$ cat config.mk
export PLATFORM = sky130hd
export DESIGN_NAME = protection_table_miss_refill_core
export DESIGN_NICKNAME = d
export VERILOG_FILES = /design/src/ptmr_pkg.sv /design/src/protection_table_miss_refill_core.sv /design/src/ptmr_ctrl.sv /design/src/ptmr_dpath.sv
export SDC_FILE = /design/constraint.sdc
export NUM_CORES = 1
export LEC_CHECK = 0
export ABC_AREA = 1
export BUFFER_PORTS_ARGS = -buffer_cell sky130_fd_sc_hd__buf_2
export CELL_PAD_IN_SITES_DETAIL_PLACEMENT = 1
export CELL_PAD_IN_SITES_GLOBAL_PLACEMENT = 1
export CORE_ASPECT_RATIO = 1.75
export CORE_MARGIN = 2
export CORE_UTILIZATION = 35
export DETAILED_ROUTE_END_ITERATION = 8
export GPL_ROUTABILITY_DRIVEN = 1
export GPL_TIMING_DRIVEN = 0
export HOLD_SLACK_MARGIN = 0.06
export PLACE_DENSITY = 0.72
export SETUP_SLACK_MARGIN = 0.2
export SYNTH_ARGS = -nofsm -noshare
export SYNTH_HDL_FRONTEND = slang
export SYNTH_HIERARCHICAL = 1
export SYNTH_SLANG_ARGS = --single-unit
export TNS_END_PERCENT = 1
$ cat constraint.sdc
create_clock -name clk -period 5 [get_ports clk]
set_input_delay 0.5 -clock clk [delete_from_list [all_inputs] [get_ports clk]]
set_output_delay 0.5 -clock clk [all_outputs]
set_load 0.01 [all_outputs]
$ cat src/ptmr_pkg.sv
// Shared constants, codes and types for the protection table miss refill core.
`default_nettype none
package ptmr_pkg;

	localparam int ENTRIES    = 16;
	localparam int PAGE_SHIFT = 12;
	localparam int IDX_W      = $clog2(ENTRIES);
	localparam int CNT_W      = IDX_W + 1;

	localparam int CAUSE_W = 6;
	localparam int ADDR_W  = 32;
	localparam int PAGE_W  = 20;
	localparam int WORD_W  = 17;
	localparam int STAT_W  = 2;

	localparam logic [CAUSE_W-1:0] CAUSE_DMISS = 6'h26;
	localparam logic [CAUSE_W-1:0] CAUSE_IMISS = 6'h2c;

	localparam logic [ADDR_W-1:0] ASYNC_BASE    = 32'h2000_0000;
	localparam logic [ADDR_W-1:0] DATA_L1_ADDR  = 32'hFF80_0000;
	localparam logic [ADDR_W-1:0] INSTR_L1_ADDR = 32'hFFA0_0000;

	localparam logic [WORD_W-1:0] DATA_WORD  = 17'h1C01D;
	localparam logic [WORD_W-1:0] INSTR_WORD = 17'h10005;
	localparam logic [WORD_W-1:0] LOCK_BIT   = 17'h00002;
	localparam logic [WORD_W-1:0] CACHE_BIT  = 17'h01000;
	localparam int               VALID_POS  = 0;
	localparam int               LOCK_POS   = 1;

	localparam logic [WORD_W-1:0] DATA_RST_WORD  = DATA_WORD | LOCK_BIT;
	localparam logic [WORD_W-1:0] INSTR_RST_WORD = INSTR_WORD | LOCK_BIT;

	localparam logic [STAT_W-1:0] ST_INSTALLED = 2'd0;
	localparam logic [STAT_W-1:0] ST_UNHANDLED = 2'd1;
	localparam logic [STAT_W-1:0] ST_NO_VICTIM = 2'd2;

	localparam logic TBL_DATA  = 1'b0;
	localparam logic TBL_INSTR = 1'b1;

	typedef struct packed {
		logic load;
		logic exec;
	} ptmr_cmd_t;

endpackage
`default_nettype wire

$ cat src/protection_table_miss_refill_core.sv
// Top level of the protection table miss refill core.
//
// Each transaction carries an exception cause and a fault address and returns one
// result. A data miss (cause 0x26) or instruction miss (cause 0x2c) installs the
// faulting page in the first invalid slot of its 16-entry table, or, when the table
// is full, in the first unlocked slot at or after that table's round-robin pointer.
// Other causes return the unhandled status; a table with every slot locked returns
// the no-victim status and stays unchanged. A transaction first loads the input
// register, then does the slot search and table update over the flopped valid and
// lock bits. The next transaction is accepted in the cycle the result is taken, so
// a new transaction does not enter while the last one is still in its slot search.
`default_nettype none
module protection_table_miss_refill_core
	import ptmr_pkg::*;
(
	input  wire logic                clk,
	input  wire logic                arst_n,
	input  wire logic                in_valid,
	output logic                     in_stall,
	input  wire logic [CAUSE_W-1:0]  opcode,
	input  wire logic [ADDR_W-1:0]   fault_addr,
	output logic                     out_valid,
	input  wire logic                out_stall,
	output logic      [STAT_W-1:0]   status,
	output logic                     table_sel,
	output logic      [IDX_W-1:0]    slot,
	output logic      [PAGE_W-1:0]   page_number,
	output logic      [WORD_W-1:0]   entry_word
);

	ptmr_cmd_t cmd;

	ptmr_ctrl u_ctrl (
		.clk       (clk),
		.arst_n    (arst_n),
		.in_valid  (in_valid),
		.in_stall  (in_stall),
		.out_valid (out_valid),
		.out_stall (out_stall),
		.cmd       (cmd)
	);

	ptmr_dpath u_dpath (
		.clk         (clk),
		.arst_n      (arst_n),
		.cmd         (cmd),
		.opcode      (opcode),
		.fault_addr  (fault_addr),
		.status      (status),
		.table_sel   (table_sel),
		.slot        (slot),
		.page_number (page_number),
		.entry_word  (entry_word)
	);

endmodule
`default_nettype wire

$ cat src/ptmr_ctrl.sv
// Controller state machine: input/output handshakes and datapath sequencing.
`default_nettype none
module ptmr_ctrl
	import ptmr_pkg::*;
(
	input  wire logic clk,
	input  wire logic arst_n,
	input  wire logic in_valid,
	output logic      in_stall,
	output logic      out_valid,
	input  wire logic out_stall,
	output ptmr_cmd_t cmd
);

	localparam logic [1:0] S_IDLE = 2'd0;
	localparam logic [1:0] S_SRCH = 2'd1;
	localparam logic [1:0] S_DONE = 2'd2;

	logic [1:0] state_q;
	logic [1:0] state_nxt;
	logic       take_in;

	// accept a new transaction when idle or while the finished result leaves
	assign in_stall  = !((state_q == S_IDLE) || ((state_q == S_DONE) && !out_stall));
	assign out_valid = (state_q == S_DONE);
	assign take_in   = in_valid && !in_stall;

	assign cmd.load = take_in;
	assign cmd.exec = (state_q == S_SRCH);

	always_comb begin
		state_nxt = state_q;
		unique case (state_q)
			S_IDLE: begin
				if (in_valid) state_nxt = S_SRCH;
			end
			S_SRCH: begin
				state_nxt = S_DONE;
			end
			S_DONE: begin
				if (!out_stall) state_nxt = in_valid ? S_SRCH : S_IDLE;
			end
			default: begin
				state_nxt = S_IDLE;
			end
		endcase
	end

	always_ff @(posedge clk or negedge arst_n) begin
		if (!arst_n) begin
			state_q <= S_IDLE;
		end else begin
			state_q <= state_nxt;
		end
	end

endmodule
`default_nettype wire

$ cat src/ptmr_dpath.sv
// Datapath: valid/lock flags, victim pointers, slot search and result registers.
`default_nettype none
module ptmr_dpath
	import ptmr_pkg::*;
(
	input  wire logic                clk,
	input  wire logic                arst_n,
	input  wire ptmr_cmd_t           cmd,
	input  wire logic [CAUSE_W-1:0]  opcode,
	input  wire logic [ADDR_W-1:0]   fault_addr,
	output logic      [STAT_W-1:0]   status,
	output logic                     table_sel,
	output logic      [IDX_W-1:0]    slot,
	output logic      [PAGE_W-1:0]   page_number,
	output logic      [WORD_W-1:0]   entry_word
);

	logic [CAUSE_W-1:0] opcode_q;
	logic [ADDR_W-1:0]  addr_q;

	logic [1:0][ENTRIES-1:0] valid_q;
	logic [1:0][ENTRIES-1:0] lock_q;
	logic [1:0][IDX_W-1:0]   ptr_q;

	logic                is_miss;
	logic                tsel;
	logic [ENTRIES-1:0]  vsel;
	logic [ENTRIES-1:0]  lsel;
	logic [IDX_W-1:0]    psel;
	logic                found_inv;
	logic [IDX_W-1:0]    inv_idx;
	logic                found_rr;
	logic [IDX_W-1:0]    rr_idx;
	logic [CNT_W-1:0]    rr_sum;
	logic [IDX_W-1:0]    victim;
	logic [IDX_W-1:0]    ptr_nxt;
	logic [ADDR_W-1:0]   page_full;
	logic [ADDR_W-1:0]   page_base;
	logic [WORD_W-1:0]   word_nxt;

	logic [STAT_W-1:0]   status_q;
	logic                table_sel_q;
	logic [IDX_W-1:0]    slot_q;
	logic [PAGE_W-1:0]   page_q;
	logic [WORD_W-1:0]   word_q;

	always_ff @(posedge clk) begin
		if (cmd.load) begin
			opcode_q <= opcode;
			addr_q   <= fault_addr;
		end
	end

	assign is_miss = (opcode_q == CAUSE_DMISS) || (opcode_q == CAUSE_IMISS);
	assign tsel    = (opcode_q == CAUSE_IMISS) ? TBL_INSTR : TBL_DATA;
	assign vsel    = valid_q[tsel];
	assign lsel    = lock_q[tsel];
	assign psel    = ptr_q[tsel];

	// priority search: first invalid slot, else first unlocked at or after the pointer
	always_comb begin
		found_inv = 1'b0;
		inv_idx   = '0;
		for (int i = 0; i < ENTRIES; i++) begin
			if (!found_inv && !vsel[i]) begin
				found_inv = 1'b1;
				inv_idx   = IDX_W'(i);
			end
		end
		found_rr = 1'b0;
		rr_idx   = '0;
		rr_sum   = '0;
		for (int i = 0; i < ENTRIES; i++) begin
			rr_sum = {1'b0, psel} + CNT_W'(i);
			if (rr_sum >= CNT_W'(ENTRIES)) rr_sum = rr_sum - CNT_W'(ENTRIES);
			if (!found_rr && !lsel[rr_sum[IDX_W-1:0]]) begin
				found_rr = 1'b1;
				rr_idx   = rr_sum[IDX_W-1:0];
			end
		end
	end

	assign victim  = found_inv ? inv_idx : rr_idx;
	assign ptr_nxt = (rr_idx == IDX_W'(ENTRIES - 1)) ? '0 : rr_idx + IDX_W'(1);

	assign page_full = addr_q >> PAGE_SHIFT;
	assign page_base = page_full << PAGE_SHIFT;

	always_comb begin
		word_nxt = (tsel == TBL_INSTR) ? INSTR_WORD : DATA_WORD;
		if (page_base < ASYNC_BASE) word_nxt = word_nxt | CACHE_BIT;
	end

	always_ff @(posedge clk or negedge arst_n) begin
		if (!arst_n) begin
			// instruction table in the upper row, slot 0 of each holds the L1 entry
			valid_q <= {ENTRIES'(INSTR_RST_WORD[VALID_POS]), ENTRIES'(DATA_RST_WORD[VALID_POS])};
			lock_q  <= {ENTRIES'(INSTR_RST_WORD[LOCK_POS]), ENTRIES'(DATA_RST_WORD[LOCK_POS])};
			ptr_q   <= '0;
		end else if (cmd.exec && is_miss && (found_inv || found_rr)) begin
			valid_q[tsel][victim] <= word_nxt[VALID_POS];
			lock_q[tsel][victim]  <= word_nxt[LOCK_POS];
			// advance the pointer only on a replacement
			if (!found_inv) ptr_q[tsel] <= ptr_nxt;
		end
	end

	always_ff @(posedge clk) begin
		if (cmd.exec) begin
			if (!is_miss) begin
				status_q    <= ST_UNHANDLED;
				table_sel_q <= 1'b0;
				slot_q      <= '0;
				page_q      <= '0;
				word_q      <= '0;
			end else if (!found_inv && !found_rr) begin
				status_q    <= ST_NO_VICTIM;
				table_sel_q <= tsel;
				slot_q      <= '0;
				page_q      <= page_full[PAGE_W-1:0];
				word_q      <= '0;
			end else begin
				status_q    <= ST_INSTALLED;
				table_sel_q <= tsel;
				slot_q      <= victim;
				page_q      <= page_full[PAGE_W-1:0];
				word_q      <= word_nxt;
			end
		end
	end

	assign status      = status_q;
	assign table_sel   = table_sel_q;
	assign slot        = slot_q;
	assign page_number = page_q;
	assign entry_word  = word_q;

endmodule
`default_nettype wire

After elaboration in Yosys (flattened, before gate mapping)

Index checks and enable logic that the tools add are counted.

Add/sub/neg operators: 32
Order comparisons: 37
Eq/ne operators: 7
Muxes and demuxes: 136
Bitwise operators: 2
Reduce and logical (&&, ||, !) cells: 106

Operators with widths:

| cell                                                  | count |
|---|---|
| 2-to-1 mux 4 bit                                      | 51 |
| 2-to-1 mux 16 bit                                     | 6 |
| < comparator 4 x 5 -> 1 bit (second input constant)   | 17 |
| >= comparator 5 bit (second input constant)           | 15 |
| binary-select mux 1 bit (select 4 bit)                | 16 |
| bitwise mux 32 bit                                    | 2 |
| subtractor 4 x 1 -> 4 bit (second input constant)     | 16 |
| logical NOT 1 bit                                     | 62 |
| 2-to-1 mux 1 bit                                      | 52 |
| adder 4 x 4 -> 5 bit (second input constant)          | 8 |
| logical AND 1 bit                                     | 37 |
| < comparator 32 x 30 -> 1 bit (second input constant) | 1 |
| adder 4 x 3 -> 5 bit (second input constant)          | 4 |
| demux 16 bit (select 1 bit)                           | 1 |
| 2-to-1 mux 13 bit                                     | 1 |
| == test 6 bit (second input constant)                 | 2 |
| adder 4 x 2 -> 5 bit (second input constant)          | 2 |
| bitwise mux 8 bit                                     | 1 |
| 2-to-1 mux 2 bit                                      | 3 |
| one-hot mux 2 bit (3 select lines)                    | 1 |
| adder 4 x 1 -> 5 bit (second input constant)          | 1 |
| >= comparator 4 x 5 -> 1 bit (second input constant)  | 1 |
| adder 4 x 1 -> 4 bit (second input constant)          | 1 |
| demux 1 bit (select 4 bit)                            | 1 |
| other kinds (13)                                      | 18 |

Register bits: 156
Input port bits: 42
Output and inout bits: 46
Logic and storage cells: 334

Longest topological paths before layout

Gate-level depths: netlist (run 1).

Word-level depth: 62
Gate-level depth with buffers: 36
Gate-level depth less buffers: 31

Modules after synthesis

Netlist (run 1), hierarchy kept.

Modules (own cells, without submodules):

| module     | times used | cells each | area an instance (µm²) | sequential area each (µm²) |
|---|---|---|---|---|
| ptmr_dpath | 1          | 1054       | 7722.4                 | 3488.3 |
| ptmr_ctrl  | 1          | 17         | 117.6                  | 50.0 |

Worst setup path before layout (run 1)

OpenSTA, ideal clock, no wires.

Path type: register -> register
From: register u_dpath.opcode_q[0]
To: register u_dpath/ptr_q[3] in the netlist's numbering
Setup time: 0.117 ns
Arrival: 4.121 ns
Data required time: 4.883 ns
Setup slack: 0.762 ns
Stages on the path, launching flop included: 33
Buffers on the path: 4
Period minus slack after synthesis: 4.238 ns
Cells stage by stage: edfxtp_1 nor2_4 nand3_2 buf_6 nand2_1 nand2_1 buf_2 buf_2 ha_1 clkbuf_1 inv_1 nand3_1 nand2_1 nand2_1 nand3_1 nand2_1 nand3_1 nor2_2 nand4_2 nor2_2 nand4_2 nor2_4 nand3_1 nand2_1 inv_1 nand3_1 and2_0 ha_1 nand2_1 nand3b_1 nand2_1 nand2_1 nand2_1

Cells in the longest elaborated chain, start to end: 57
Elaborated cells on any way between the ends: 255
Classes of those cells: add/sub: 32; order compare: 18; eq/ne: 3; mux: 107; bitwise: 1; reduce/logical: 94

RTL lines:

| item                                                             | RTL line                            | text |
|---|---|---|
| start: declaration                                               | ptmr_dpath.sv:18                    | `logic [CAUSE_W-1:0] opcode_q;` |
| start signal: assignment                                         | ptmr_dpath.sv:49                    | `opcode_q <= opcode;` |
| == test 6 bit                                                    | ptmr_dpath.sv:54, ptmr_dpath.sv:55  |  |
| 2-to-1 mux 1 bit                                                 | ptmr_dpath.sv:55                    | `assign tsel = (opcode_q == CAUSE_IMISS) ? TBL_INSTR : TBL_DATA;` |
| 2-to-1 mux 4 bit (not written as such) (2 in a row)              | ptmr_dpath.sv:58                    | `assign psel = ptr_q[tsel];` |
| adder 4 x 1 -> 5 bit                                             | ptmr_dpath.sv:74                    | `rr_sum = {1'b0, psel} + CNT_W'(i);` |
| subtractor 4 x 1 -> 4 bit or >= comparator 5 bit (tied branches) | ptmr_dpath.sv:75                    | `if (rr_sum >= CNT_W'(ENTRIES)) rr_sum = rr_sum - CNT_W'(ENTRIES);` |
| 2-to-1 mux 4 bit                                                 | ptmr_dpath.sv:75                    |  |
| binary-select mux 1 bit (select 4 bit)                           | ptmr_dpath.sv:76                    | `if (!found_rr && !lsel[rr_sum[IDX_W-1:0]]) begin` |
| 2-to-1 mux 1 bit (not written as such)                           | ptmr_dpath.sv:76                    |  |
| [40 not listed]                                                  | -                                   |  |
| logical AND 1 bit                                                | ptmr_dpath.sv:76                    |  |
| 2-to-1 mux 1 bit                                                 | ptmr_dpath.sv:76                    |  |
| logical NOT 1 bit                                                | ptmr_dpath.sv:76                    |  |
| logical AND 1 bit                                                | ptmr_dpath.sv:76                    |  |
| 2-to-1 mux 4 bit or 2-to-1 mux 1 bit (tied branches)             | ptmr_dpath.sv:76                    |  |
| adder 4 x 1 -> 4 bit, or another cell as far along               | ptmr_dpath.sv:84                    | `assign ptr_nxt = (rr_idx == IDX_W'(ENTRIES - 1)) ? '0 : rr_idx + IDX_W'(1);` |
| 2-to-1 mux 4 bit or logical AND 1 bit (tied branches)            | ptmr_dpath.sv:84, ptmr_dpath.sv:100 |  |
| bitwise mux 8 bit or AND reduction 2 bit (tied branches)         | -                                   |  |
| end signal: indexed assignment                                   | ptmr_dpath.sv:104                   | `if (!found_inv) ptr_q[tsel] <= ptr_nxt;` |
| end: declaration                                                 | ptmr_dpath.sv:23                    | `logic [1:0][IDX_W-1:0] ptr_q;` |

Parallel ways exist; a longest one is shown, timed or not. The select of a mux whose other input is x is not followed.
A chain may end at the register's enable or synchronous reset.

Worst setup path in the final report (run 1)

From: register u_dpath.opcode_q[0]
To: register u_dpath/lock_q[15] in the netlist's numbering

Cells in the longest elaborated chain, start to end: 62
Elaborated cells on any way between the ends: 271
Classes of those cells: add/sub: 31; order compare: 20; eq/ne: 2; mux: 124; reduce/logical: 94

RTL lines:

| item                                                                                              | RTL line                           | text |
|---|---|---|
| == test 6 bit                                                                                     | ptmr_dpath.sv:54, ptmr_dpath.sv:55 |  |
| 2-to-1 mux 1 bit                                                                                  | ptmr_dpath.sv:55                   |  |
| 2-to-1 mux 4 bit (not written as such) (2 in a row)                                               | ptmr_dpath.sv:58                   |  |
| adder 4 x 1 -> 5 bit                                                                              | ptmr_dpath.sv:74                   |  |
| subtractor 4 x 1 -> 4 bit or >= comparator 5 bit (tied branches)                                  | ptmr_dpath.sv:75                   |  |
| 2-to-1 mux 4 bit                                                                                  | ptmr_dpath.sv:75                   |  |
| binary-select mux 1 bit (select 4 bit)                                                            | ptmr_dpath.sv:76                   |  |
| 2-to-1 mux 1 bit (not written as such)                                                            | ptmr_dpath.sv:76                   |  |
| [45 not listed]                                                                                   | -                                  |  |
| 2-to-1 mux 4 bit                                                                                  | ptmr_dpath.sv:83                   | `assign victim = found_inv ? inv_idx : rr_idx;` |
| < comparator 4 x 5 -> 1 bit (not written as such) or >= comparator 4 x 1 -> 1 bit (tied branches) | ptmr_dpath.sv:102                  | `lock_q[tsel][victim] <= word_nxt[LOCK_POS];` |
| logical AND 1 bit (not written as such)                                                           | ptmr_dpath.sv:102                  |  |
| 2-to-1 mux 1 bit (not written as such)                                                            | ptmr_dpath.sv:102                  |  |
| demux 1 bit (select 4 bit)                                                                        | -                                  |  |
| 2-to-1 mux 16 bit (not written as such)                                                           | ptmr_dpath.sv:102                  |  |
| demux 16 bit (select 1 bit)                                                                       | -                                  |  |
| bitwise mux 32 bit                                                                                | ptmr_dpath.sv:102                  |  |
| end signal: assignment                                                                            | ptmr_dpath.sv:98                   | `lock_q <= {ENTRIES'(INSTR_RST_WORD[LOCK_POS]), ENTRIES'(DATA_RST_WORD[LOCK_POS])};` |
| end signal: indexed assignment                                                                    | ptmr_dpath.sv:102                  |  |
| end: declaration                                                                                  | ptmr_dpath.sv:22                   | `logic [1:0][ENTRIES-1:0] lock_q;` |

Parallel ways exist; a longest one is shown, timed or not. The select of a mux whose other input is x is not followed.

==> results by group, run 1 <==
Status
  – Status: finished clean

Yosys
  – Synth Area in Adders: 0.319%
  – Synth Area in Simple Gates: 37.2%
  – Largest family of logic cells by synthesized area: simple AND/OR/NAND/NOR gates
  – Synth Cell Area: 7840 sq um
  – Instance count of the mapped netlist: 1071
  – Synth area leader: dfrtp_1
  – EDFF count, synth: 56
  – Synth top area share: 22.3%
  – Post-synth ARST share: 56.9%
  – Register area share after synthesis: 45.1%
  – Most used flip-flop cell after synthesis: dfrtp_1
  – Mux contribution to synthesized area: 0%
  – XOR/XNOR Fraction of Synth Area: 0.878%
  – Yosys reg bits: 130
  – Distinct cells, synth: 45
  – Avg Cell Area, Syn: 7.32 sq um
  – Synth top area cells: dfrtp_1 (22%), edfxtp_1 (21%), nand2_1 (17%), inv_1 (8.0%), nand3_1 (7.5%)
  – Synth warn: 6
  – Synth Area in Compound Gates: 4.23%

Route
  – Routed wire length: 26.2 mm
  – Top routing layer used: met4
  – Via-to-Cell Ratio: 4.92
  – Starting DRT DRC Count: 269
  – Met1 Wirelength: 9.04 mm
  – Met3 wire length: 482 um
  – Vias post-DR: 7441
  – Met2 wire len: 15.2 mm
  – # DRC: 0
  – ANT nets after route: 0
  – Pre-antenna DRT Iters: 4
  – Avg WL per Cell: 17.3 um

Die
  – Die Y-Extent: 202 um
  – Die area: 23700 sq um
  – Row cnt: 72
  – DIE WIDTH: 117 um
  – Initial Util: 35.5%
  – Core Region: 22100 sq um
  – I/O pin count: 88

Setup path
  – WP data arrival: 4.96 ns
  – Crit end category: flip-flop
  – Most used cell, CP: nand4_1
  – CP Data Required Time: 5.32 ns
  – CP Class: flip-flop to flip-flop
  – Flop2flop setup slack: 0.36 ns
  – Slowest CP cell: edfxtp_1
  – Crit-path max FO: 10
  – Startpoint types: flip-flop
  – Max incr delay on CP: 0.42 ns

Timing
  – # setup viols final: 0
  – Min cycle time layout: 4.64 ns
  – Worst Skew: 0.0115 ns
  – Setup_tns: 0 ns
  – RSZ-0062 raised after global routing: true
  – Worst rel slew slack: 50.7%
  – Hold Vio Cnt, Final: 0
  – Worst slew pin tran: 0.736 ns
  – Period utilization: 92.7%
  – Slew Viols, Final: 0
  – Fmax: 0.216 GHz

Global route
  – Initial antenna violation count: 0
  – Vias in the first global route: 7692
  – Largest net degree at the start of global routing: 58
  – Global-route wire length before repair: 40.0 mm
  – Total GRT Usage: 22.6%
  – Congestion Overflow GR: 0

CTS
  – Htree depth: 4
  – Clock latency on the worst-skew pair: 0.43 ns
  – Total clock sinks: 130
  – CTS tree: yes
  – Num CTS Buffers: 17
  – Max clock buf depth: 2
  – Reg clk slew, reported paths: 0.06 ns
  – Clock root cell: clkbuf_16

Cells and area
  – Share of layout cells above drive strength 1: 23.3%
  – Syn-to-layout area delta: 26.6%
  – # diodes: 0
  – Most frequent cells in the layout: nand2_1 (347), inv_1 (165), nand3_1 (91)
  – Number of fill cells: 2778
  – Commonest non-fill, non-tap cell in the layout: nand2_1
  – Fin util: 45.0%
  – # nets final: 1248

Power and ir drop
  – PD cells: 274 nW/um^2
  – Tot Pwr: 2.72 mW
  – Leakage: 5.13 nW
  – VDD IR-drop max: 0.305 mV

Placement
  – DP HPWL: 20.3 mm
  – Port bufs: 66
  – Routability Congestion: 0.903

Worst hold path
  – Hold Path Class: input pin to flip-flop

Flow run
  – Max Cap Viol: 0
==> cell families (layout without fill, tap and decap cells) <==
family | count (synthesis) | after routing
compound gates | 60 | 60
xor+xnor | 7 | 7
fa+ha+maj | 2 | 2
buf+inv | 225 | 363
flops | 130 | 130
other cells | 1 | 9
simple gates | 646 | 646
==> per-layer routing <==
layer | vias to the layer above | track usage [%]
met5 | - | 0
met4 | 0 | 12.9
met3 | 63 | 3.27
met2 | 118 | 43.6
met1 | 3617 | 21.8
li1 | 3643 | -
==> Yosys cell counts, types with 6 or more instances <==
| cell type | instances |
|---|---|
| o21ai_1 | 6 |
| nor2_1 | 71 |
| nand2_2 | 10 |
| clkbuf_1 | 10 |
| nand3_1 | 118 |
| a21oi_1 | 20 |
| nor2_2 | 7 |
| inv_1 | 167 |
| o21ai_0 | 25 |
| edfxtp_1 | 56 |
| inv_2 | 8 |
| nor2_4 | 9 |
| dfrtp_1 | 70 |
| nand2_1 | 360 |
| buf_4 | 16 |
| buf_2 | 14 |
| nand4_1 | 47 |
==> cell type report <==
type                       count  area [sq um]  area share (%)
tap                          296           370            3.73
sequential                   130          3540            35.6
buffer                        46           335            3.38
clock inverter                14           128            1.29
multi-input combinational    724          3750            37.8
inverter                     179           686            6.91
clock buffer                  18           429            4.32
timing repair buffer         106           688            6.93
==> power by group <==
part	switching (mW)	leakage, nW	internal, mW	total (mW)
registers	0.0178	1.55	1.18	1.20
clock network	0.484	0.267	0.687	1.17
logic	0.244	3.31	0.110	0.354
==> stage by stage <==
step	instances	cell area [sq um]	setup WS (ns)	hold slack [ns]
floorplan	1079	7870	0.762	0.204
global placement	1441	8570	-0.847	0.431
detailed placement	1442	8600	-0.941	0.401
CTS	1486	9370	0.205	0.223
global route	1513	9930	0.0788	0.221
finish	1513	9930	0.364	0.240
==> flip-flops by register name (all words and copies together) (netlist names) <==
signal	cells
u_dpath/entry_word	3
u_dpath/lock_q	32
u_dpath/status	2
u_ctrl/state_q	2
u_dpath/valid_q	32
u_dpath/page_number	20
u_dpath/slot	4
u_dpath/addr_q	20
u_dpath/opcode_q	6
u_dpath/ptr_q	8
u_dpath/table_sel	1
==> path summary, 6_finish.rpt <==
kind                                      from             endpoint  cells after the start
min in group asynchronous               arst_n  u_dpath/valid_q[17]                      2
max                        u_dpath/opcode_q[0]   u_dpath/lock_q[15]                     30
min reg2reg                  u_dpath/lock_q[0]    u_dpath/lock_q[0]                      2
max in group asynchronous               arst_n    u_dpath/lock_q[0]                      3
max reg2reg                u_dpath/opcode_q[0]   u_dpath/lock_q[15]                     30
min                                  opcode[3]  u_dpath/opcode_q[3]                      1
==> worst max-delay path, delay by kind of cell (launching register included) <==
family                   cells  cell delay (ns)
adder cells (fa/ha/maj)      1             0.28
flip-flops                   1             0.42
buffers and inverters        7             0.85
AND/OR/NAND/NOR             22             2.96
==> timing repair <==
action | in CTS | in global routing
hold buffers | 1 | 0
setup endpoints to repair | 80 | 74
gates resized for setup | 30 | 81
buffers inserted | 11 | 26
cloned | 0 | 1
endpoints found under the hold margin | 15 | 0
pin swaps | 14 | 42
No activity file was read; power rests on OpenSTA's default activity.
==> inputs of run 2 (changes only) <==
--- a/config.mk
+++ b/config.mk
@@ -17,6 +17,7 @@
 export GPL_TIMING_DRIVEN = 0
 export HOLD_SLACK_MARGIN = 0.06
 export PLACE_DENSITY = 0.72
+export REMOVE_ABC_BUFFERS = 1
 export SETUP_SLACK_MARGIN = 0.2
 export SYNTH_ARGS = -nofsm -noshare
 export SYNTH_HDL_FRONTEND = slang
==> run 2 against run 1 <==
Against the previous run: final cell count fell by 2.6%; sequential share of layout area rose by 2.0 points; routed wire length rose by 4.4%; critical path depth fell by 3; via count rose by 1.2%; count of clock-buffer cells in the layout rose by 1; sequential cell count did not move; setup slack got worse by 0.019 ns; clock power fell by 3%; register-to-register slack got worse by 0.02 ns; critical path type unchanged; critical endpoint is now u_dpath/lock_q[13]; largest power group unchanged.
==> results by group, run 2 (synthesis gave the netlist of run 1 again) <==
Status
  – Status: finished clean

Setup path
  – Max incr delay on CP: 0.41 ns (about the same)
  – Crit-path max FO: 10 (unchanged)
  – Crit end category: flip-flop
  – Crit path buffers/inverters: 5 (-2)
  – CP Data Required Time: 5.36 ns (+0.04 ns)
  – Slowest CP cell: edfxtp_1
  – Cell class contributing the biggest share of worst-path delay: simple AND/OR/NAND/NOR gates
  – WP data arrival: 5.02 ns (+0.06 ns)
  – CP Class: flip-flop to flip-flop
  – Startpoint types: flip-flop

Timing
  – Slew Viols, Final: 0 (unchanged)
  – WHS: 0.243 ns (+0.00261 ns)
  – Worst slew pin tran: 1.31 ns (+0.576 ns)
  – RSZ-0062 raised after global routing: true
  – # setup viols final: 0 (unchanged)
  – Setup_tns: 0 ns (unchanged)
  – Min cycle time layout: 4.65 ns (+0.0185 ns)
  – Period utilization: 93.1% (+0.37 points)
  – Fmax: 0.215 GHz (-0.40%)
  – Worst rel slew slack: 12.4% (-38 points)
  – Hold Vio Cnt, Final: 0 (unchanged)
  – Worst Skew: 0.0104 ns (-0.00111 ns)

Route
  – Avg WL per Cell: 18.5 um (+7.2%)
  – Vias post-DR: 7527 (+1.2%)
  – Via-to-Cell Ratio: 5.11 (+3.9%)
  – ANT nets after route: 0 (unchanged)
  – Routed wire length: 27.3 mm (+4.4%)
  – Pre-antenna DRT Iters: 4 (unchanged)
  – # DRC: 0 (unchanged)
  – Starting DRT DRC Count: 304 (+13%)

Cells and area
  – Most frequent cells in the layout: nand2_1 (346), inv_1 (165), nand3_1 (118)
  – # nets final: 1207 (-3.3%)
  – Biggest regs: u_dpath/lock_q (32), u_dpath/valid_q (32)
  – Number of fill cells: 2792 (+0.50%)
  – Share of layout cells above drive strength 1: 18.5% (-4.7 points)
  – Syn-to-layout area delta: 20.0%
  – Commonest non-fill, non-tap cell in the layout: nand2_1

CTS
  – Total clock sinks: 130 (unchanged)
  – Clock root cell: clkbuf_16
  – Max clock buf depth: 2 (unchanged)
  – Htree depth: 4 (unchanged)
  – Num CTS Buffers: 17 (unchanged)
  – Clock latency on the worst-skew pair: 0.43 ns (about the same)
  – CTS tree: yes
  – Reg clk slew, reported paths: 0.06 ns (about the same)

Worst hold path
  – Hold Path Class: input pin to flip-flop

Power and ir drop
  – VDD IR-drop max: 0.296 mV (-3.0%)
  – PD cells: 280 nW/um^2 (+2.3%)
  – Tot Pwr: 2.64 mW (-3.1%)
  – Leakage: 4.83 nW (-5.7%)

Global route
  – Congestion Overflow GR: 0 (unchanged)
  – Vias in the first global route: 8054 (+4.7%)
  – Initial antenna violation count: 1 (+1)
  – Largest net degree at the start of global routing: 55 (-5.2%)
  – Total GRT Usage: 24.0% (+1.4 points)
  – Global-route wire length before repair: 42.7 mm (+6.6%)

Placement
  – Port bufs: 66 (unchanged)
  – DP HPWL: 18.9 mm (-7.3%)
  – Routability Congestion: 0.912 (+1.0%)

Die
  – DIE WIDTH: 117 um (unchanged)
  – Row cnt: 72 (unchanged)
  – Core Region: 22100 sq um (unchanged)
  – I/O pin count: 88 (unchanged)
  – Die Y-Extent: 202 um (unchanged)
  – Die area: 23700 sq um (unchanged)
  – Initial Util: 35.5% (unchanged)

Flow run
  – Max Cap Viol: 0 (unchanged)
[run 2: changes by cell type in the layout (fill, tap and decap cells not counted), sizes merged, moves of 2 or more]
| cell | previous run | this run |
|---|---|---|
| nand2 | 372 | 375 |
| clkinvlp | 3 | 5 |
| clkbuf | 29 | 19 |
| buf | 140 | 102 |
| nor2 | 87 | 89 |
| inv | 181 | 178 |
| clkinv | 8 | 11 |
[run 2: layer usage]
layer  up-vias  share of wire, %  wire length (um)  track usage (%)
li1       3573                 -                 -                -
met1      3699                33              9130             22.9
met2       161                57             15500             45.3
met3        94               2.4               657             3.33
met4         0               7.4              2020             16.6
met5         -                 0                 0                0
[run 2: path summary, 6_finish.rpt]
path                                startpoint             endpoint  slack (ns)  depth (start not counted)
max in group asynchronous               arst_n   u_dpath/lock_q[16]        3.83                          3
hold / removal                  fault_addr[12]   u_dpath/addr_q[12]        0.24                          1
min in group asynchronous               arst_n  u_dpath/valid_q[22]        0.55                          2
setup reg to reg           u_dpath/opcode_q[3]   u_dpath/lock_q[13]        0.35                         27
hold reg to reg            u_dpath/valid_q[17]  u_dpath/valid_q[17]        0.45                          2
setup / recovery           u_dpath/opcode_q[3]   u_dpath/lock_q[13]        0.35                         27
[run 2: where the power goes]
part | internal [mW] | switching (mW)
combinational | 0.0843 | 0.228
clock | 0.639 | 0.486
sequential | 1.18 | 0.0200
[run 2: cell type report]
class | count | area (sq um) | share of cell area [%]
multi-input cells | 730 | 3570 | 38.0
flip-flops and latches | 130 | 3540 | 37.6
repair buffers | 103 | 689 | 7.33
inverters | 179 | 684 | 7.28
clock buffers | 19 | 433 | 4.60
well taps | 296 | 370 | 3.94
clock inverters | 13 | 104 | 1.10
repair inverters | 2 | 11.3 | 0.120
diodes | 1 | 2.50 | 0.0266
[run 2: worst reg2reg max path, cell delays in order, from the launching register on]
cell and delay [ns]:
edfxtp_1 0.41, nand2_2 0.17, inv_6 0.10, nand3_4 0.15, nand2_2 0.21, nand2_4 0.12
ha_4 0.40, clkinvlp_4 0.17, nand3_1 0.17, nand2_1 0.07, nand2_1 0.08, nand3_1 0.07
nand2_1 0.16, nand4_1 0.15, nor2_1 0.13, nand4_1 0.19, nor2_4 0.20, nand4_1 0.17
nor3_2 0.20, nand4_1 0.24, nand2_4 0.18, nor2_1 0.08, nand2_2 0.18, clkinvlp_4 0.12
buf_4 0.20, nand3_1 0.15, nand2_1 0.08, inv_1 0.05
[run 2: stage by stage]
step	std cells	util [%]	worst slack (ns)	area, sq um
after floorplan	1033	-	-0.562	7580
after global placement	1395	37.5	-4.10	8280
final	1473	42.6	0.345	9410
after detailed placement	1399	37.9	-2.17	8370
after CTS	1458	41.8	0.213	9220
after global routing	1473	42.6	0.00344	9410
[run 2: what timing repair did]
action,in CTS,in global routing
hold endpoints to repair,18,0
setup endpoints to repair,80,72
hold buffers,1,0
pin swaps,8,9
gates resized for setup,27,15
buffers inserted,19,13
gates cloned,7,1
==> inputs of run 3 (changes only) <==
--- a/config.mk
+++ b/config.mk
@@ -11,12 +11,12 @@
 export CELL_PAD_IN_SITES_GLOBAL_PLACEMENT = 1
 export CORE_ASPECT_RATIO = 1.75
 export CORE_MARGIN = 2
-export CORE_UTILIZATION = 35
+export CORE_UTILIZATION = 43
 export DETAILED_ROUTE_END_ITERATION = 8
 export GPL_ROUTABILITY_DRIVEN = 1
 export GPL_TIMING_DRIVEN = 0
 export HOLD_SLACK_MARGIN = 0.06
-export PLACE_DENSITY = 0.72
+export PLACE_DENSITY = 0.85
 export REMOVE_ABC_BUFFERS = 1
 export SETUP_SLACK_MARGIN = 0.2
 export SYNTH_ARGS = -nofsm -noshare
==> run 3 against run 2 <==
Against the previous run: the run now ends with setup timing left; final cell count fell by 0.41%; clock power rose by 28%; final area rose by 11%; clock skew rose by 0.0089 ns; global-route usage rose by 11 points; via count rose by 23%; die area fell by 18%; critical path depth did not move.
==> results by group, run 3 (synthesis gave the netlist of run 1 again) <==
Status
  – Status: finished with violations
  – Failing checks: setup timing

Global route
  – Largest net degree at the start of global routing: 65 (+18%)
  – Global-route wire length before repair: 49.9 mm (+17%)
  – Initial antenna violation count: 1 (unchanged)
  – Vias in the first global route: 8903 (+11%)
  – Congestion Overflow GR: 0 (unchanged)
  – Total GRT Usage: 35.0% (+11 points)

Timing
  – Setup_tns: -16.31 ns (-16.31 ns)
  – # setup viols final: 70 (+70)
  – RSZ-0062 raised after global routing: true
  – Worst setup margin: -0.522 ns (-0.867 ns)
  – Hold Vio Cnt, Final: 0 (unchanged)
  – Fmax: 0.181 GHz (-16%)
  – Period utilization: 110% (+17 points)
  – Worst Skew: 0.0193 ns (+0.00893 ns)
  – Worst slew pin tran: 1.02 ns (-0.295 ns)
  – Slew Viols, Final: 0 (unchanged)
  – Worst rel slew slack: 31.6% (+19 points)
  – Min cycle time layout: 5.52 ns (+0.867 ns)

Worst hold path
  – Hold Path Class: input pin to flip-flop

Setup path
  – Reg2reg start: u_dpath/opcode_q[5]
  – CP Class: flip-flop to flip-flop
  – Startpoint types: flip-flop
  – FF-to-FF path depth: 27 (unchanged)
  – Worst Setup EP: u_dpath/lock_q[17]
  – Setup crit start: u_dpath/opcode_q[5]
  – CP Data Required Time: 5.28 ns (-0.08 ns)
  – Worst reg2reg endpoint: u_dpath/lock_q[17]
  – WP data arrival: 5.81 ns (+0.79 ns)
  – Flop2flop setup slack: -0.52 ns (-0.87 ns)
  – Crit-path max FO: 13 (+3)
  – Crit end category: flip-flop

Power and ir drop
  – Switching Share: 28.8% (+1.0 points)
  – Flop pwr share: 39.4% (-6.1 points)
  – Combinational share of power: 13.7% (+1.9 points)
  – VDD IR-drop max: 0.376 mV (+27%)
  – Internal: 2.19 mW (+15%)
  – Leakage: 5.33 nW (+10%)
  – Sw Pwr: 0.889 mW (+21%)
  – Clock power frac: 46.9% (+4.2 points)
  – PD cells: 295 nW/um^2 (+5.2%)

Die
  – I/O pin count: 88 (unchanged)
  – Core Region: 18000 sq um (-19%)
  – Row cnt: 65 (-9.7%)
  – DIE WIDTH: 106 um (-9.4%)
  – Initial Util: 43.6% (+8.1 points)
  – Die Y-Extent: 183 um (-9.6%)
  – Die area: 19400 sq um (-18%)

CTS
  – Clock root cell: clkbuf_16
  – Num CTS Buffers: 17 (unchanged)
  – Clock latency on the worst-skew pair: 0.45 ns (+0.02 ns)
  – Max clock buf depth: 2 (unchanged)
  – Reg clk slew, reported paths: 0.07 ns (about the same)
  – Total clock sinks: 130 (unchanged)
  – CTS tree: yes
  – Htree depth: 4 (unchanged)

Route
  – Via-to-Cell Ratio: 6.31 (+24%)
  – Starting DRT DRC Count: 882 (+190%)
  – # DRC: 0 (unchanged)
  – Routed wire length: 43.2 mm (+58%)
  – Avg WL per Cell: 29.4 um (+59%)
  – ANT nets after route: 0 (unchanged)
  – Vias post-DR: 9261 (+23%)
  – Pre-antenna DRT Iters: 8 (+4)

Cells and area
  – Biggest regs: u_dpath/lock_q (32), u_dpath/valid_q (32)
  – Share of layout cells above drive strength 1: 26.5% (+8.0 points)
  – # nets final: 1264 (+4.7%)
  – # diodes: 0 (-1)
  – Fin util: 58.1% (+16 points)
  – Syn-to-layout area delta: 33.3%
  – Commonest non-fill, non-tap cell in the layout: nand2_1
  – Most frequent cells in the layout: nand2_1 (324), inv_1 (163), nand3_1 (97)

Flow run
  – Max Cap Viol: 0 (unchanged)

Placement
  – DP HPWL: 19.2 mm (+2.0%)
  – Routability Congestion: 0.890 (-2.5%)
  – Port bufs: 66 (unchanged)
==> run 3: changes by cell type in the layout (fill, tap and decap cells not counted), sizes merged, moves of 2 or more <==
| cell | change |
|---|---|
| nand2 | +2 |
| nand3 | +3 |
| buf | +52 |
| bufinv | +5 |
| clkinv | -4 |
==> run 3: repair_timing <==
action | in CTS | in global routing
resized for setup | 36 | 108
setup buffers | 20 | 64
cloned | 9 | 4
endpoints found under the setup margin | 80 | 75
hold buffers | 1 | 0
endpoints found under the hold margin | 10 | 0
pin swaps | 11 | 52
==> run 3: worst min path at each step <==
stage	from	to	slack (ns)	depth (start not counted)
5_1_grt	fault_addr[20]	u_dpath/addr_q[20]	0.22	1
4_1_cts	fault_addr[20]	u_dpath/addr_q[20]	0.24	1
3_5_place_dp	arst_n	u_dpath/lock_q[12]	0.35	1
6_report	fault_addr[20]	u_dpath/addr_q[20]	0.23	1
3_3_place_gp	u_dpath/lock_q[0]	u_dpath/lock_q[0]	0.43	2
2_1_floorplan	arst_n	u_ctrl/state_q[0]	0.20	0
==> run 3: metrics by stage <==
stage	hold WS, ns	power, mW	std cells	area, sq um	setup WS, ns
after detailed placement	0.355	1.51	1336	8270	-2.49
after global placement	0.430	1.48	1333	8210	-3.87
after floorplan	0.204	1.38	1033	7580	-0.562
after CTS	0.236	2.93	1398	9310	0.169
after global routing	0.224	3.14	1467	10400	-0.392
final	0.226	3.08	1467	10400	-0.522
==> run 3: routing by layer <==
layer / global-route usage (%) / share of wire, %
met2: 64.4 / 49
met3: 7.54 / 8.7
met1: 30.2 / 29
met5: 0 / 0.025
met4: 33.2 / 13
==> run 3: power by group through the flow <==
| stage | clock network [mW] | logic (mW) | registers, mW |
|---|---|---|---|
| after floorplan | 0 | 0.145 | 1.23 |
| after global placement | 0 | 0.266 | 1.22 |
| after detailed placement | 0 | 0.286 | 1.22 |
| after CTS | 1.40 | 0.320 | 1.21 |
| after global routing | 1.49 | 0.433 | 1.22 |
| final | 1.45 | 0.422 | 1.22 |
==> run 3: critical path: stages (launching register included) <==
cell and delay (ns):
edfxtp_1 0.48, inv_4 0.06, nor2_4 0.19, buf_12 0.15, nand3_4 0.18, buf_8 0.22, buf_4 0.14, o21ai_1 0.24
inv_1 0.13, nor2_1 0.11, inv_1 0.09, nor2_2 0.19, inv_2 0.09, nor4_2 0.20, inv_2 0.10, nor2_4 0.19
nand3_1 0.18, nor3_1 0.32, nand4_1 0.16, or2_1 0.28, inv_1 0.12, nand4_1 0.27, nand2_4 0.20, buf_4 0.17
nor3_4 0.06, buf_12 0.17, buf_8 0.16, a21oi_1 0.49
==> run 3: final cells by class <==
class	instances	area (sq um)
flip-flops and latches	130	3540
multi-input cells	736	4010
inverters	179	709
well taps	234	293
repair buffers	155	1230
fillers	2155	7520
repair inverters	1	7.51
clock inverters	14	225
clock buffers	18	429
